===== src/rtl/srgh_pkg.sv =====
package srgh_pkg;

    localparam int unsigned FifoDepth = 4;
    localparam int unsigned QuoBits   = 26;

    localparam logic [3:0] RegCamPosX  = 4'd0;
    localparam logic [3:0] RegCamPosY  = 4'd1;
    localparam logic [3:0] RegCamPosZ  = 4'd2;
    localparam logic [3:0] RegFrontVec = 4'd3;
    localparam logic [3:0] RegLeftVec  = 4'd4;
    localparam logic [3:0] RegUpVec    = 4'd5;
    localparam logic [3:0] RegFocal    = 4'd6;
    localparam logic [3:0] RegAspect   = 4'd7;

    localparam logic [23:0] FarPoint = 24'd256000;
    localparam logic [23:0] PosMax   = 24'h7FFFFF;
    localparam logic [23:0] PosMin   = 24'h800000;

    typedef struct packed {
        logic [23:0] pos_x;
        logic [23:0] pos_y;
        logic [23:0] pos_z;
        logic [47:0] front;
        logic [47:0] left;
        logic [47:0] up;
        logic [15:0] focal;
        logic [15:0] aspect;
    } t_cfg;

    typedef struct packed {
        logic [52:0] vx;
        logic [52:0] vy;
        logic [52:0] vz;
        logic [24:0] dh;
        logic [23:0] h;
    } t_fq;

    typedef struct packed {
        logic        ovf;
        logic [52:0] rem;
        logic [QuoBits-1:0] num;
        logic [QuoBits-1:0] quo;
    } t_lane;

    typedef struct packed {
        logic        par;
        logic        negx;
        logic        negz;
        logic [23:0] h;
        logic [52:0] den;
        t_lane       lx;
        t_lane       lz;
    } t_bk;

    typedef struct packed {
        logic [23:0] hit_x;
        logic [23:0] hit_y;
        logic [23:0] hit_z;
        logic        ray_parallel;
        logic        saturated;
    } t_res;

endpackage


===== src/rtl/srgh_fifo.sv =====
module srgh_fifo import srgh_pkg::*; (
    input  logic i_clk,
    input  logic i_rst_n,
    input  logic i_push,
    input  t_fq  i_data,
    input  logic i_pop,
    output t_fq  o_data,
    output logic o_full,
    output logic o_empty
);

    localparam int unsigned Aw = $clog2(FifoDepth);

    t_fq             r_mem [FifoDepth];
    logic [Aw-1:0]   r_wr, r_rd;
    logic [Aw:0]     r_cnt;

    assign o_full  = r_cnt == (Aw+1)'(FifoDepth);
    assign o_empty = r_cnt == '0;
    assign o_data  = r_mem[r_rd];

    always_ff @(posedge i_clk) begin
        if (!i_rst_n) begin
            r_wr  <= '0;
            r_rd  <= '0;
            r_cnt <= '0;
        end else begin
            if (i_push) r_wr <= r_wr + 1'b1;
            if (i_pop) r_rd <= r_rd + 1'b1;
            r_cnt <= r_cnt + (Aw+1)'(i_push) - (Aw+1)'(i_pop);
        end
    end

    always_ff @(posedge i_clk) begin
        if (i_push) r_mem[r_wr] <= i_data;
    end

endmodule


===== config.mk =====
export PLATFORM = sky130hd
export DESIGN_NAME = srgh_fifo
export DESIGN_NICKNAME = d
export VERILOG_FILES = /design/src/rtl/srgh_pkg.sv /design/src/rtl/srgh_fifo.sv
export SDC_FILE = /design/constraint.sdc
export NUM_CORES = 1
export LEC_CHECK = 0
export BUFFER_PORTS_ARGS = -buffer_cell sky130_fd_sc_hd__buf_2
export CORE_ASPECT_RATIO = 1.25
export CORE_MARGIN = 1
export CORE_UTILIZATION = 57
export DETAILED_ROUTE_END_ITERATION = 6
export HOLD_SLACK_MARGIN = 0.15
export PLACE_DENSITY_LB_ADDON = 0.15
export RECOVER_POWER = 100
export SETUP_SLACK_MARGIN = 0.4
export SYNTH_ARGS = -nofsm -noshare
export SYNTH_HDL_FRONTEND = slang
export SYNTH_SLANG_ARGS = --single-unit
export TNS_END_PERCENT = 10

===== constraint.sdc =====
create_clock -name i_clk -period 6.89 [get_ports i_clk]
set_input_delay 0.3445 -clock i_clk [delete_from_list [all_inputs] [get_ports i_clk]]
set_output_delay 0.3445 -clock i_clk [all_outputs]
set_load 0.02 [all_outputs]

Word level (Yosys, flattened, before mapping) --
Memory sizes are Yosys's and may differ from the RTL's. A register that Yosys moved wholly into a read port is not among the register bits. Cells that the tools add are included.
Storage, ports and cells: memories kept 1, bits of input ports 212, RAM bits 832, word-level logic and storage cells 14, register bits after elaboration 7, output and inout bits 210
Memories:
- r_mem | depth 4, width 208, read ports 1, clocked after Yosys merged registers in 1, write ports 1, RTL line srgh_fifo.sv:14 | t_fq r_mem [FifoDepth];
Cells by class: add/subtract/negate cells 4, reduce and logical (&&, ||, !) cells 1, mux-type cells 4, eq/ne operators 1
Operators by type and width (count):
- $add A2 B1 Y2 const B | 2
- $mux W2 | 2
- $add A3 B1 Y3 | 1
- $eq A3 B3 Y1 const B | 1
- $logic_not A3 Y1 | 1
- $sub A3 B1 Y3 | 1
- $mux W1 | 2

Longest topological paths before layout --
depth in word-level cells 3, gate-level depth with buffers 7, gate-level depth less buffers 7

Worst setup path after synthesis --
Ideal clock, no wire load.
kind register -> register, start point register r_wr[0], end point memory r_mem[0][0] (netlist name), enable pin, setup time 593 ps, data required time 6297 ps, arrival time 5271 ps, buffers on the path 0, cell stages (with the launch flop) 4, clock period less this slack 5864 ps, path slack 1026 ps, cell sequence dfxtp_1 -> inv_1 -> ha_1 -> and2_1
RTL lines:
- from (decl) | RTL line srgh_fifo.sv:15 | logic [Aw-1:0] r_wr, r_rd;
- from (signal assigned) | RTL line srgh_fifo.sv:28 | if (i_push) r_wr <= r_wr + 1'b1;
- to (decl) | RTL line srgh_fifo.sv:14
No word-level cell before the write port.

Worst setup path in the final report --
start point input port i_push, end point memory r_mem[2][176] (netlist name), enable pin
On the way: longest elaborated chain between the ends 2
Ends and longest elaborated chain:
- from (decl) | RTL line srgh_fifo.sv:4 | input logic i_push,
- $mux W1 | RTL line srgh_fifo.sv:35 | if (i_push) r_mem[r_wr] <= i_data;
- $mux W1 (not written as such) | RTL line srgh_fifo.sv:35
Every way passes these cells.

==> results_dict.tcl <==
set metrics [dict create \
    outcome "complete, but fails checks" \
    violations "capacitance limit, slew limit" \
    place.port_buffers 421 \
    antenna_found_initial 3 \
    critPathBufInv 3 \
    crit_fanout 152 \
    wirelength_met1_um 23100 \
    fin_crit_sh_pct 72.7 \
    drt_iter0_markers 899 \
    syn_to_final_growth_pct 22.6 \
    num_vias 14286 \
    layout_commonest_cell "edfxtp_1" \
    cts_tree "yes" \
    wl_met2_um 31100 \
    syn-cell-area_um2 30400 \
    initial_core_util_pct 57.7 \
    dr.pass1.iters 5 \
    hold_depth 2 \
    die_w_um 209 \
    yosysWarnings 0 \
    slew_headroom_pct -189 \
    core_um2 52700 \
    yosysSeqAreaShare_pct 82.7 \
    clk_path_buf_depth 3 \
    synth_area_per_cell_um2 26.9 \
    cpLargestDelayFamily "simple AND/OR/NAND/NOR gates" \
    synth_cells 1129 \
    synth_fp_nets 1348 \
    antenna_left 0 \
    min_path_type "input port to flop" \
    numCtsBuffers 79 \
    cts_sinks 841 \
    rr_startpoint "r_wr[0]" \
    min_to "r_mem[0][153]" \
    max_freq_mhz 200 \
    io_pins 422 \
    htreeDepth 3 \
    ys_seq_elements 841 \
    drc 0 \
    vdd_drop_max_mv 0.247 \
    ctsResizeCount 0 \
    gp_congestion 0.719 \
    final_cells 2544 \
    worst_slew_pin_slew_ns 4.33 \
    setup_violations 0 \
    die_area_um2 54300 \
    avgRoutedWirePerCell_um 23.7 \
    die_y_um 260 \
    hpwl_um 34000 \
    finalSetupTns_ns 0 \
    maxCapViolations 6 \
    grt.overflow.total 0 \
    crit_type "input port to flop" \
    grt_pass1_vias 15212 \
    finish.utilization_pct 70.8 \
    crit_required_ns 7.11 \
    clockRootBuffer "clkbuf_16" \
    viasPerCell 5.62 \
    route.top_layer_used "met5" \
    layout.nets 2027 \
    leakagePower_nw 11.7 \
    rsz0062_at_grt "no" \
    min_from "i_data[153]" \
    wl_um 60200 \
    met3_length_um 4190 \
    dpl.cell_count 2188 \
    clk_pin_slew_worst_paths_ns 0.06 \
    num_rows 94 \
    cpPeakStageDelay_ns 3.15 \
    slew_viol_final 320 \
    fin_crit_ns 5.01 \
    reg2regPathDepth 4 \
    powerDensity_nw_per_um2 304 \
    clock_skew_ns 0.0196 \
    worstSetupPathDepth 4 \
    clk_latency_ns 0.62 \
    final_cell_mix "832 x edfxtp_1, 438 x clkbuf_1, 211 x dlygate4sd3_1, 208 x mux4_2, 80 x clkbuf_16" \
    grt_pass1_wl_um 89800 \
    grt_max_degree 153 \
    slowest_stage "and2_0" \
    cp_cell_sequence "dlygate4sd3_1 > clkbuf_1 > and2_0 > buf_12" \
    yosysUniqueCellTypes 19 \
    grtUsageTotal_pct 22.4 \
    rr_endpoint "r_mem[2][176]" \
    hold_violations 0 \
    crit_path_start_kind "input port" \
    r2r_slack_ns 1.94 \
    arrival_ns 5.23 \
    endpoint_kind "flop" \
    drive_above_1_share_pct 17.8 \
]
-- worst register-to-register path, delay by kind of cell (launching register included) --
| kind | cells | cell delay (ns) |
|---|---|---|
| DFF | 1 | 0.36 |
| adders and majority gates | 1 | 0.14 |
| buffers and inverters | 2 | 0.80 |
| and+or+nand+nor | 1 | 3.07 |
-- worst max path at each step --
stage,start,endpoint
detailed placement,flop,o_data[115]
global route,i_push,r_mem[2][175]
floorplan,r_wr[0],r_mem[0][0]
global placement,flop,o_data[115]
CTS,flop,o_data[115]
finish,i_push,r_mem[2][176]
-- synthesized netlist by cell type --
library cell / count / share of area [%]
a21bo_2: 1 / 0.033
a21oi_1: 1 / 0.016
and2_1: 6 / 0.12
and3_1: 1 / 0.021
buf_1: 8 / 0.099
buf_2: 23 / 0.38
buf_6: 15 / 0.56
dfxtp_1: 9 / 0.59
edfxtp_1: 832 / 82
fa_1: 1 / 0.066
ha_1: 6 / 0.25
inv_1: 7 / 0.086
mux2i_1: 1 / 0.033
mux4_2: 208 / 15
nand3b_1: 1 / 0.025
nor2_1: 5 / 0.062
nor3_1: 1 / 0.016
xnor2_1: 2 / 0.058
xor3_1: 1 / 0.078
-- registers in the layout, indices dropped and copies added (netlist names), named ones only --
name   cells
r_rd       2
r_mem    832
r_cnt      3
r_wr       2
-- metal layers --
metal	global-route usage, %	vias to the layer above
met1	28.6	7495
li1	-	6256
met3	6.03	95
met2	37.0	436
met5	0	-
met4	9.07	4
-- power by group --
group / switching, mW / leakage (nW) / internal [mW]
logic: 0.733 / 2.74 / 0.476
registers: 0.0775 / 7.72 / 5.89
clock network: 1.78 / 1.20 / 2.37
-- through the flow --
| step | cell area (um^2) | worst slack (ns) | hold WS, ns | total power [mW] |
|---|---|---|---|---|
| floorplan | 30400 | 1.03 | 0.443 | 6.84 |
| global placement | 33200 | 3.82 | 0.514 | 7.22 |
| detailed placement | 33200 | 3.83 | 0.519 | 7.25 |
| CTS | 37800 | 3.16 | 0.436 | 11.5 |
| global route | 37300 | 1.48 | 0.501 | 11.7 |
| finish | 37300 | 1.88 | 0.521 | 11.3 |
-- timing repair --
| action | 4_1_cts | 5_1_grt |
|---|---|---|
| endpoints found under the hold margin | 841 | 0 |
| buffers inserted | 0 | 0 |
| hold buffers | 211 | 0 |
-- cell families after synthesis --
| family | after synthesis | share of synthesized area [%] |
|---|---|---|
| AO/OA/AOI/OAI | 2 | 0.0493 |
| XOR/XNOR | 3 | 0.136 |
| adder cells (fa/ha/maj) | 7 | 0.313 |
| buffers and inverters | 53 | 1.12 |
| flip-flops | 841 | 82.7 |
| multiplexers | 209 | 15.4 |
| AND/OR/NAND/NOR | 14 | 0.247 |
-- layout make-up --
| type | count | area [um^2] |
|---|---|---|
| Inverter | 7 | 26.3 |
| Clock inverter | 42 | 399 |
| Sequential cell | 841 | 25200 |
| Multi-Input combinational cell | 235 | 4920 |
| Antenna cell | 2 | 5.00 |
| Fill cell | 3390 | 15400 |
| Timing Repair Buffer | 644 | 3840 |
| Tap cell | 672 | 841 |
| Clock buffer | 101 | 2080 |
Power figures use the tool's default switching activity.
